`src/smqps_pkg.sv`:
```
// Package: field widths, command and register codes, lane probe type.
`default_nettype none
package smqps_pkg;

  localparam int PORT_W    = 6;
  localparam int QLEN_W    = 16;
  localparam int PCOUNT_W  = 7;
  localparam int SCOUNT_W  = 3;
  localparam int CFG_IDX_W = 1;
  localparam int CFG_DATA_W = 7;
  localparam int SAMPLE_INPUTS = 4;

  localparam logic CMD_REPORT = 1'b0;
  localparam logic CMD_PACKET = 1'b1;

  localparam logic [CFG_IDX_W-1:0] CFG_PORT_COUNT   = 1'b0;
  localparam logic [CFG_IDX_W-1:0] CFG_SAMPLE_COUNT = 1'b1;

  localparam logic [PCOUNT_W-1:0] PORT_COUNT_RST   = 7'd0;
  localparam logic [SCOUNT_W-1:0] SAMPLE_COUNT_RST = 3'd2;

  typedef struct packed {
    logic              active;
    logic [PORT_W-1:0] port;
  } probe_t;

endpackage
`default_nettype wire

```
`src/smqps_lane.sv`:
```
// Lane: private copy of the queue length table with one registered read port.
`default_nettype none
module smqps_lane
  import smqps_pkg::*;
#(
  parameter int MAX_PORTS   = 64,
  parameter int LENGTH_BITS = 16,
  localparam int IDX_W = (MAX_PORTS > 1) ? $clog2(MAX_PORTS) : 1
) (
  input  wire logic                   clk,
  input  wire logic                   wr_en,
  input  wire logic [IDX_W-1:0]       wr_idx,
  input  wire logic [LENGTH_BITS-1:0] wr_data,
  input  wire logic [MAX_PORTS-1:0]   filled,
  input  wire logic                   rd_en,
  input  wire probe_t                 probe,
  output probe_t                      cand,
  output logic [LENGTH_BITS-1:0]      cand_len
);

  logic [LENGTH_BITS-1:0] mem [MAX_PORTS];
  logic [LENGTH_BITS-1:0] rd_q;
  logic                   set_q;
  logic [IDX_W-1:0]       rd_idx;

  assign rd_idx = IDX_W'(probe.port);

  always_ff @(posedge clk) begin
    if (wr_en) begin
      mem[wr_idx] <= wr_data;
    end
  end

  always_ff @(posedge clk) begin
    if (rd_en) begin
      rd_q  <= mem[rd_idx];
      set_q <= filled[rd_idx];
      cand  <= probe;
    end
  end

  assign cand_len = set_q ? rd_q : '0;

endmodule
`default_nettype wire

```
`config.mk`:
```
export PLATFORM = sky130hd
export DESIGN_NAME = smqps_lane
export DESIGN_NICKNAME = d
export VERILOG_FILES = /design/src/smqps_pkg.sv /design/src/smqps_lane.sv
export SDC_FILE = /design/constraint.sdc
export NUM_CORES = 1
export LEC_CHECK = 0
export ABC_AREA = 1
export BUFFER_PORTS_ARGS = -buffer_cell sky130_fd_sc_hd__clkbuf_2
export CELL_PAD_IN_SITES_DETAIL_PLACEMENT = 1
export CELL_PAD_IN_SITES_GLOBAL_PLACEMENT = 2
export CORE_ASPECT_RATIO = 1.5
export CORE_MARGIN = 2
export CORE_UTILIZATION = 46
export CTS_CLUSTER_DIAMETER = 50
export DETAILED_ROUTE_END_ITERATION = 8
export GPL_ROUTABILITY_DRIVEN = 1
export GPL_TIMING_DRIVEN = 1
export HOLD_SLACK_MARGIN = 0.02
export PLACE_DENSITY_LB_ADDON = 0.1
export REMOVE_ABC_BUFFERS = 1
export SLEW_MARGIN = 25
export SYNTH_ARGS = -nofsm -noshare
export SYNTH_HDL_FRONTEND = slang
export SYNTH_SLANG_ARGS = --single-unit
```
`constraint.sdc`:
```
create_clock -name clk -period 8.4 [get_ports clk]
set_input_delay 0.42 -clock clk [delete_from_list [all_inputs] [get_ports clk]]
set_output_delay 0.42 -clock clk [all_outputs]
set_load 0.01 [all_outputs]
```
Word level (Yosys, flattened, before mapping)
Memories as Yosys holds them, arrays and structs flattened. A register that Yosys moved wholly into a read port is not among the register bits.
Index checks and enable logic that the tools add are counted.
Word-level totals
  register bits after elaboration: 8
  RAM bits: 1024
  input bits: 96
  output and inout port bits: 23
  word-level logic and storage cells: 10
  memories kept: 1
Memory list
  mem: words 64, width 16, read ports 1, clocked after memory_dff 1, wr ports 1, RTL line smqps_lane.sv:21  | logic [LENGTH_BITS-1:0] mem [MAX_PORTS];
Cells by class
  $lt $le $gt $ge: 1
  muxes and demuxes: 5
Operators with widths (number)
  16-bit 2-to-1 mux: 1
  6-bit by 7-bit less-than comparator with 1-bit output, second input constant: 1
  1-bit binary-select mux with 6-bit select: 1
  1-bit 2-to-1 mux: 3

Longest topological paths before layout
  word-level depth: 2
  depth in mapped cells: 13
  gate-level depth less buffers: 9

Worst setup path after synthesis
No wires, ideal clock.
  path type: input to register
  from: input wr_en
  to: memory mem[48][0], enable pin
  library setup time: 431 ps
  arrival time: 2544 ps
  data required time: 7969 ps
  slack: 5426 ps
  cell stages on the path: 3
  buffers on the path: 1
  cells stage by stage: clkbuf_1 -> nand4_1 -> nor4_1
On the way
  word-level cells in the longest chain between the ends: 2
RTL lines
  start: declaration: RTL line smqps_lane.sv:11  | input wire logic wr_en,
  1-bit 2-to-1 mux: RTL line smqps_lane.sv:29  | if (wr_en) begin
  1-bit 2-to-1 mux (implied by the code): RTL line smqps_lane.sv:30  | mem[wr_idx] <= wr_data;
  end: declaration: RTL line smqps_lane.sv:21
Every way passes these cells.

==> impl_metrics.env <==
export IMPL_seq_area_frac_synth=0.731
export IMPL_core_area_um2=92900
export IMPL_clock_fmax_ghz=0.314
export IMPL_post_dp_cell_area_um2=44800
export IMPL_drt_wl_total_um=134000
export IMPL_ys_async_sr_fraction=0
export IMPL_grt_usage=0.284
export IMPL_clock_sinks=1048
export IMPL_cts_tree="built"
export IMPL_grt_ovfl_total=0
export IMPL_cp_startpoint="probe[0]"
export IMPL_worstMarginPinSlew_ps=1110
export IMPL_dpl_hpwl_um=73800
export IMPL_ctsResizeCount=0
export IMPL_area_growth_synth_to_final_pct=11.9
export IMPL_htree_levels=3
export IMPL_max_vdd_ir_drop_mv=0.178
export IMPL_antenna_found_initial=3
export IMPL_r2r_setup_slack_ps=6410
export IMPL_reg2reg_depth=8
export IMPL_fillers=9775
export IMPL_start_util=0.463
export IMPL_crit_type="in -> reg"
export IMPL_fin_crit_ps=3190
export IMPL_die_area_um2=96100
export IMPL_clk_latency_ps=710
export IMPL_endpoint="rd_q[3]"
export IMPL_outcome="finished, final reports clean"
export IMPL_vias=29292
export IMPL_gp_congestion=0.792
export IMPL_mostFrequentLayoutCells="nand2_1, edfxtp_1, nand3_1"
export IMPL_power_total_w=0.0111
export IMPL_power_density_nw_per_um2=232
export IMPL_netlist_instances=3708
export IMPL_fin_nets=3892
export IMPL_grt_max_degree=210
export IMPL_crit_slowest_cell="buf_4"
export IMPL_worstReg2RegEnd="rd_q[3]"
export IMPL_grt_pass1_vias=31203
export IMPL_crit_path_cell_trace="buf_8, inv_8, buf_4, nand2_1, nand3_1, nand3_1, nand2_1, nand2_1, nand3_1, nand3_1, nand2_1"
export IMPL_ys_dominant_reg_cell="edfxtp_1"
export IMPL_root_buffer="clkbuf_16"
export IMPL_rsz0062_at_grt="false"
export IMPL_syn_area_um2=43000
export IMPL_p_leak_nw=17.6
export IMPL_required_ps=8960
export IMPL_cts_reportedPaths_clkPinSlew_ps=60
export IMPL_synth_edf_count=1048
export IMPL_cp_arrival_ps=3750
export IMPL_fin_setup_tns_ps=0
export IMPL_holdWs_ps=252
export IMPL_hold_viol=0
export IMPL_vias_per_cell=5.71
export IMPL_die_h_um=379
export IMPL_firstDrtPassIters=5
export IMPL_drtAntennaViolNets=0
export IMPL_slew_headroom=0.257
export IMPL_portBuffers=118
export IMPL_reg2reg_from="mem[59][3]"
export IMPL_max_cap_violations=0
export IMPL_min_path_type="in -> reg"
export IMPL_final_util=0.518
export IMPL_synth_distinct_cells=15
export IMPL_crit_fanout=128
export IMPL_cpPeakStageDelay_ps=790
export IMPL_avgRoutedWirePerCell_um=26.1
export IMPL_finalMaxSlewViolations=0
export IMPL_avgSynthCellArea_um2=11.6
export IMPL_fin_skew_ps=18.3
export IMPL_ios=119
export IMPL_finalCritPeriodShare=0.379
export IMPL_synth_seq_cells=1048
export IMPL_setup_violations=0
export IMPL_clk_path_buf_depth=3
export IMPL_final_area_um2=48100
export IMPL_drc=0
export IMPL_crit_path_start_kind="input port"
export IMPL_numCtsBuffers=104
export IMPL_num_rows=137
export IMPL_crit_path_end_kind="flip-flop"
export IMPL_drive_gt1_frac=0.0979
export IMPL_layout_commonest_cell="nand2_1"
export IMPL_die_w_um=254
export IMPL_synth_warnings=0
export IMPL_grt_pass1_wl_um=199000
export IMPL_drtIter0Drc=2346
metal layers:
| layer | vias up | wire (µm) | global-route usage |
|---|---|---|---|
| met5 | - | 31 | 0 |
| met4 | 4 | 5730 | 0.128 |
| met3 | 208 | 6260 | 0.0294 |
| met2 | 825 | 67900 | 0.500 |
| met1 | 15079 | 54100 | 0.353 |
| li1 | 13176 | - | - |
per-stage QoR:
step | instances | setup slack [ps]
finish | 5132 | 5210
CTS | 5131 | 5260
global placement | 4940 | 4620
global route | 5131 | 5050
floorplan | 3467 | 3090
detailed placement | 4940 | 4530
logic make-up after synthesis:
| family | after synthesis | share of synthesized area |
|---|---|---|
| buffers and inverters | 269 | 0.0323 |
| and+or+nand+nor | 2391 | 0.236 |
| DFF | 1048 | 0.731 |
critical path, delay by kind of cell:
family,cells,cell delay [ps]
buf+inv,3,1690
simple gates,8,1370
Yosys cell counts, types with 8 or more instances:
library cell	number	share of area
buf_2	114	0.013
edfxtp_1	1048	0.73
nor2_1	56	0.0049
buf_4	27	0.0047
inv_1	23	0.0020
nand2_1	1393	0.12
buf_1	31	0.0027
nor4_1	8	0.0012
clkbuf_1	52	0.0045
nand3_1	925	0.11
buf_6	16	0.0042
nand4_1	9	0.0013
state kept, by name (all words and copies together) (netlist names):
register / cells
cand: 7
rd_q: 16
set_q: 1
mem: 1024
layout make-up:
| cell class | count | area [µm²] | area share |
|---|---|---|---|
| antenna | 1 | 2.50 | 0.0000520 |
| clock buffer | 127 | 2730 | 0.0567 |
| clock inverter | 63 | 559 | 0.0116 |
| inverter | 28 | 123 | 0.00255 |
| multi-input combinational | 2391 | 10200 | 0.212 |
| sequential | 1048 | 31500 | 0.654 |
| tap | 1251 | 1570 | 0.0325 |
| timing repair buffer | 223 | 1460 | 0.0303 |
report_power, final:
part	total, W	switching (W)	internal, W
registers	0.00582	0.0000204	0.00580
logic	0.000749	0.000571	0.000178
clock network	0.00457	0.00203	0.00254
total	0.0111	0.00262	0.00852
timing repair:
item | 4_1_cts | 5_1_grt
buffers inserted | 0 | 0
hold buffers | 1 | 0
endpoints found under the hold margin | 1 | 0
worst min-delay path by stage:
stage | startpoint | endpoint | slack, ps | cells after the start
after detailed placement | probe[6] | cand[6] | 600 | 1
after global routing | wr_idx[0] | mem[52][6] | 250 | 2
after global placement | probe[6] | cand[6] | 600 | 1
final | wr_idx[0] | mem[52][14] | 250 | 2
after CTS | wr_idx[0] | mem[54][14] | 210 | 2
after floorplan | probe[0] | cand[0] | 520 | 0
No activity file was read; power rests on OpenSTA's default activity.
