### src/smqps_pkg.sv
// Package: field widths, command and register codes, lane probe type.
`default_nettype none
package smqps_pkg;

  localparam int PORT_W    = 6;
  localparam int QLEN_W    = 16;
  localparam int PCOUNT_W  = 7;
  localparam int SCOUNT_W  = 3;
  localparam int CFG_IDX_W = 1;
  localparam int CFG_DATA_W = 7;
  localparam int SAMPLE_INPUTS = 4;

  localparam logic CMD_REPORT = 1'b0;
  localparam logic CMD_PACKET = 1'b1;

  localparam logic [CFG_IDX_W-1:0] CFG_PORT_COUNT   = 1'b0;
  localparam logic [CFG_IDX_W-1:0] CFG_SAMPLE_COUNT = 1'b1;

  localparam logic [PCOUNT_W-1:0] PORT_COUNT_RST   = 7'd0;
  localparam logic [SCOUNT_W-1:0] SAMPLE_COUNT_RST = 3'd2;

  typedef struct packed {
    logic              active;
    logic [PORT_W-1:0] port;
  } probe_t;

endpackage
`default_nettype wire

### src/smqps_merge.sv
// Merge: pick the first lane with the strictly smallest queue length.
`default_nettype none
module smqps_merge
  import smqps_pkg::*;
#(
  parameter int LANES       = 5,
  parameter int LENGTH_BITS = 16
) (
  input  wire probe_t                 cand [LANES],
  input  wire logic [LENGTH_BITS-1:0] cand_len [LANES],
  output logic                        found,
  output logic [PORT_W-1:0]           best_port,
  output logic [LENGTH_BITS-1:0]      best_len
);

  always_comb begin
    found     = 1'b0;
    best_port = '0;
    best_len  = '0;
    for (int i = 0; i < LANES; i++) begin
      if (cand[i].active && (!found || (cand_len[i] < best_len))) begin
        found     = 1'b1;
        best_port = cand[i].port;
        best_len  = cand_len[i];
      end
    end
  end

endmodule
`default_nettype wire

### config.mk
export PLATFORM = sky130hd
export DESIGN_NAME = smqps_merge
export DESIGN_NICKNAME = d
export VERILOG_FILES = /design/src/smqps_pkg.sv /design/src/smqps_merge.sv
export SDC_FILE = /design/constraint.sdc
export NUM_CORES = 1
export LEC_CHECK = 0
export ABC_AREA = 0
export BUFFER_PORTS_ARGS = -buffer_cell sky130_fd_sc_hd__buf_4
export CORE_MARGIN = 2
export CORE_UTILIZATION = 45
export DETAILED_ROUTE_END_ITERATION = 8
export PLACE_DENSITY = 0.84
export SYNTH_ARGS = -nofsm -noshare
export SYNTH_HDL_FRONTEND = slang
export SYNTH_SLANG_ARGS = --single-unit
### constraint.sdc
create_clock -name vclk -period 8.3
set_input_delay 0 -clock vclk [all_inputs]
set_output_delay 0 -clock vclk [all_outputs]
set_load 0.1 [all_outputs]
---- Yosys cells after proc, flatten, opt, wreduce, memory -nomap -nowiden ----
Cells that the tools add are included.
word-level totals
  register bits after elaboration ......... 0
cells by class
  $lt $le $gt $ge ......................... 4
  multiplexer cells ....................... 15
  reductions and logical operators ........ 12
operators by type and width
  cell                         number
  16-bit 2-to-1 mux            5
  16-bit less-than comparator  4
  6-bit 2-to-1 mux             5
  1-bit 2-to-1 mux             5
  1-bit logical AND            4
  1-bit zero test              4
  1-bit logical OR             4

---- Longest topological paths before layout ----
  word-level depth ........................ 17
  mapped depth ............................ 39
  depth with buffers taken out ............ 31

---- Worst setup path after synthesis ----
Ideal clock, no wire load.
  path type ............................... input to output
  start ................................... input port cand[34] (netlist bit)
  end ..................................... output port best_len[10]
  arrival time ............................ 9.600 ns
  required time ........................... 8.300 ns
  path slack .............................. -1.300 ns
  stages on the path ...................... 39
  path buffers ............................ 8
  cell sequence ........................... buf_2 > clkbuf_1 > buf_1 > buf_1 > nand2_1 > ha_1 > a21oi_1 > nor2_1 > a311oi_2 > a41o_1 > clkbuf_1 > a32oi_1 > ha_1 > a2111oi_0 > nor4_1 > a221oi_1 > nand2_1 > clkbuf_1 > [3 not listed] > nand3_1 > nor4_1 > o211ai_1 > nand4_1 > a41oi_1 > or2_2 > buf_2 > o31a_1 > ha_1 > a21o_1 > a21o_1 > a21oi_1 > o2111a_1 > a2111oi_0 > nor2_1 > a21oi_2 > buf_4 > mux2i_1
between the ends
  cells in the longest elaborated chain, start to end .. 17
  elaborated cells on any way between the ends .. 25
ends and longest elaborated chain
  element                                                         RTL line           text
  start: declaration                                              smqps_merge.sv:9   input wire probe_t cand [LANES],
  16-bit 2-to-1 mux or 1-bit 2-to-1 mux (tied branches)           smqps_merge.sv:21  if (cand[i].active && (!found || (cand_len[i] < best_len))) begin
  16-bit less-than comparator or 1-bit zero test (tied branches)  smqps_merge.sv:21
  1-bit logical OR                                                smqps_merge.sv:21
  1-bit logical AND                                               smqps_merge.sv:21
  16-bit 2-to-1 mux or 1-bit 2-to-1 mux (tied branches)           smqps_merge.sv:21
  16-bit less-than comparator or 1-bit zero test (tied branches)  smqps_merge.sv:21
  1-bit logical OR                                                smqps_merge.sv:21
  1-bit logical AND                                               smqps_merge.sv:21
  16-bit 2-to-1 mux or 1-bit 2-to-1 mux (tied branches)           smqps_merge.sv:21
  16-bit less-than comparator or 1-bit zero test (tied branches)  smqps_merge.sv:21
  1-bit logical OR                                                smqps_merge.sv:21
  1-bit logical AND                                               smqps_merge.sv:21
  16-bit 2-to-1 mux or 1-bit 2-to-1 mux (tied branches)           smqps_merge.sv:21
  16-bit less-than comparator or 1-bit zero test (tied branches)  smqps_merge.sv:21
  1-bit logical OR                                                smqps_merge.sv:21
  1-bit logical AND                                               smqps_merge.sv:21
  16-bit 2-to-1 mux (*)                                           smqps_merge.sv:21
  end: declaration                                                smqps_merge.sv:13  output logic [LENGTH_BITS-1:0] best_len
Every way passes the cells marked *; elsewhere a longest branch is shown, timed or not.

---- Final worst setup path ----
  start ................................... input port cand[34] (netlist bit)
  end ..................................... output port best_port[5]
between the ends
  cells in the longest elaborated chain, start to end .. 17
  elaborated cells on any way between the ends .. 29
ends and longest elaborated chain
  element                                                         RTL line           text
  16-bit 2-to-1 mux or 1-bit 2-to-1 mux (tied branches)           smqps_merge.sv:21
  16-bit less-than comparator or 1-bit zero test (tied branches)  smqps_merge.sv:21
  1-bit logical OR                                                smqps_merge.sv:21
  1-bit logical AND                                               smqps_merge.sv:21
  16-bit 2-to-1 mux or 1-bit 2-to-1 mux (tied branches)           smqps_merge.sv:21
  16-bit less-than comparator or 1-bit zero test (tied branches)  smqps_merge.sv:21
  1-bit logical OR                                                smqps_merge.sv:21
  1-bit logical AND                                               smqps_merge.sv:21
  16-bit 2-to-1 mux or 1-bit 2-to-1 mux (tied branches)           smqps_merge.sv:21
  16-bit less-than comparator or 1-bit zero test (tied branches)  smqps_merge.sv:21
  1-bit logical OR                                                smqps_merge.sv:21
  1-bit logical AND                                               smqps_merge.sv:21
  16-bit 2-to-1 mux or 1-bit 2-to-1 mux (tied branches)           smqps_merge.sv:21
  16-bit less-than comparator or 1-bit zero test (tied branches)  smqps_merge.sv:21
  1-bit logical OR                                                smqps_merge.sv:21
  1-bit logical AND                                               smqps_merge.sv:21
  6-bit 2-to-1 mux (*)                                            smqps_merge.sv:21
  end: declaration                                                smqps_merge.sv:12  output logic [PORT_W-1:0] best_port,
Marked as above.

==> run metrics <==
status completed; met2 usage between 50% and 60%; Crit path arrival time 8.09 ns; Fmax 124 MHz; CTS Hold Bufs 0; Mapped Area roughly 0.0029 mm^2; DRT iter0 DRCs ~210; initial antenna violation count 0; crit end category output pin; DP Area 0.00421 mm^2; Setup-failing EPs final 0; total of max-cap violations 0; Finished Layout Cells 599; met1 Usage GRT between 30% and 40%; final wirelength approximately 11 mm; synth unique cells 55; # clk buffers 0; Seq Cell Count 0; CP max stage delay roughly 0.36 ns; Final Power between 0.8 and 0.9 mW; fin crit share approximately 100%; initial core utilization ~46%; Pint between 0.3 and 0.4 mW; Req. time, crit path roughly 8.3 ns; Seq/Total Area, Yosys 0%; PwrDens between 150 and 200 mW/mm^2; DRT Pass-1 Iters 5; Worst VDD drop 324 uV; syn avg cell area around 7.4 um^2; Design Area, Final approximately 0.0046 mm^2; leakage power roughly 2.1 nW; Residual DRC 0; gr ovfl total 0; area delta synth->final 60.1%; sw power 0.514 mW; Synth area leaders ha_1 26%, a21oi_1 6.6%, a32oi_1 6.4%; cell with the most instances after synthesis ha_1; largest net degree at the start of global routing between 40 and 50; first-pass GRT wire length approximately 16 mm; Combinational Power Share 100.0%; GR peak layer met2; ANT nets after route 0; Flop pwr share 0%; GPL Wtd Cong ~0.94; via count about 3,800; Final Core Density between 70% and 80%; most frequent cells after synthesis 60 x ha_1, 38 x a21oi_1, 35 x o21ai_0; Avg WL per Cell between 15 and 20 um; Reg area 0 um^2; leading area contributor after synthesis ha_1; Placed Cells ~590; Pins Over Slew Limit 0; Die ar. 0.00703 mm^2; die height 83.8 um; Slew @ Worst Pin between 0.5 and 0.6 ns; Worst slew margin between 60 and 70%; slowest stage cell, crit path a311oi_2; YS warnings 0; Mapped Nets roughly 560; Worst setup SP type primary input; crit-path most repeated cell nand4_1; Fin. Hold Viols 0; Final nets about 700; Hold Crit Class primary input to output pin; Post-Synthesis Cells just under 400; routed vias/inst 6.37; Crit Path Category primary input to output pin; area of the multi-input gates 0.00302 mm^2; met3 Use GR 1.68%; number of global-route vias before repair between 3,000 and 4,000; clock power share 0%; post-DP HPWL 8.47 mm; Die X around 84 um; # diodes 0; min Tclk post-route between 8 and 9 ns; Synth top area share between 20% and 30%; Crit Path Max Fanout 42; core area between 0.006 and 0.007 mm^2; proportion of layout cells with a drive suffix above 1 a little over two fifths; IO Count ~140; Tot GR Track Use roughly 27%; fillers roughly 480; Port Buffer Count between 100 and 150; Net Sw Frac between 60% and 70%; setup TNS 0 ns; # rows 29
metrics by stage:
step / setup slack (ns) / hold slack, ns
4_1_cts: 0.0292 / 0.431
3_5_place_dp: -0.196 / 0.463
3_3_place_gp: 0.0900 / 0.462
2_1_floorplan: 0.000874 / 0.279
5_1_grt: -0.191 / 0.440
6_report: 0.207 / 0.430
critical path, delay by kind of cell:
kind                       cells  cell delay [ns]
muxes                          1             0.36
and+or+nand+nor                9             1.49
buffers and inverters          8             1.60
AOI/OAI and AO/OA             16             3.47
adders and majority gates      4             1.17
cells by family (layout without fill, tap and decap cells):
logic type / after synthesis / in the layout / share of synthesized area [%]
and+or+nand+nor: 104 / 104 / 20.2
AOI/OAI and AO/OA: 153 / 153 / 38.3
muxes: 22 / 22 / 7.98
adders and majority gates: 60 / 60 / 26.2
buffers and inverters: 47 / 183 / 7.37
power by group through the flow:
stage,combinational (mW),sequential [mW],clock (mW)
CTS,0.775,0,0
global placement,0.733,0,0
floorplan,0.579,0,0
global route,0.869,0,0
detailed placement,0.746,0,0
finish,0.826,0,0
placed cells by master (no fill, tap or decap), types with 2 or more instances in the layout:
master	n
nor3_1	3
a32oi_2	6
mux2_2	7
a21o_1	5
a32oi_1	14
o21ai_0	33
ha_4	2
a21oi_1	37
a2111oi_2	2
a41oi_2	2
nand4_1	11
and3_1	22
inv_1	21
nor2_1	10
nand2_1	21
nor2b_1	3
a211oi_2	2
o31a_1	15
o221ai_1	2
clkbuf_16	3
nand3_1	5
mux2i_4	15
a211oi_1	2
or2_2	16
ha_1	58
a41o_1	2
or3_1	2
buf_4	136
a2111o_1	2
and2_1	2
buf_12	5
o211ai_1	2
a2111oi_4	2
o21ai_1	3
buf_6	18
o31ai_1	6
metal layers:
| layer | vias up | wire, um | share of wire, % |
|---|---|---|---|
| met5 | - | 0 | 0 |
| met4 | 0 | 274 | 2.5 |
| met3 | 36 | 698 | 6.4 |
| met2 | 192 | 5690 | 52 |
| met1 | 1776 | 4210 | 39 |
| li1 | 1811 | - | - |
cell type report:
class | count | share of cell area, %
inverter | 21 | 1.72
multi-input combinational | 339 | 65.7
timing repair buffer | 162 | 30.5
tap | 77 | 2.10
repair_timing:
item                       CTS  global route
setup buffers                0             8
gates resized for setup     12            36
pin swaps                    3            12
gates cloned                 1             3
setup endpoints to repair   22            22
path summary, 6_finish.rpt:
path,from,to,depth (start not counted)
max,cand[34],best_port[5],38
min,cand[2],best_port[2],3
Power figures use the tool's default switching activity.
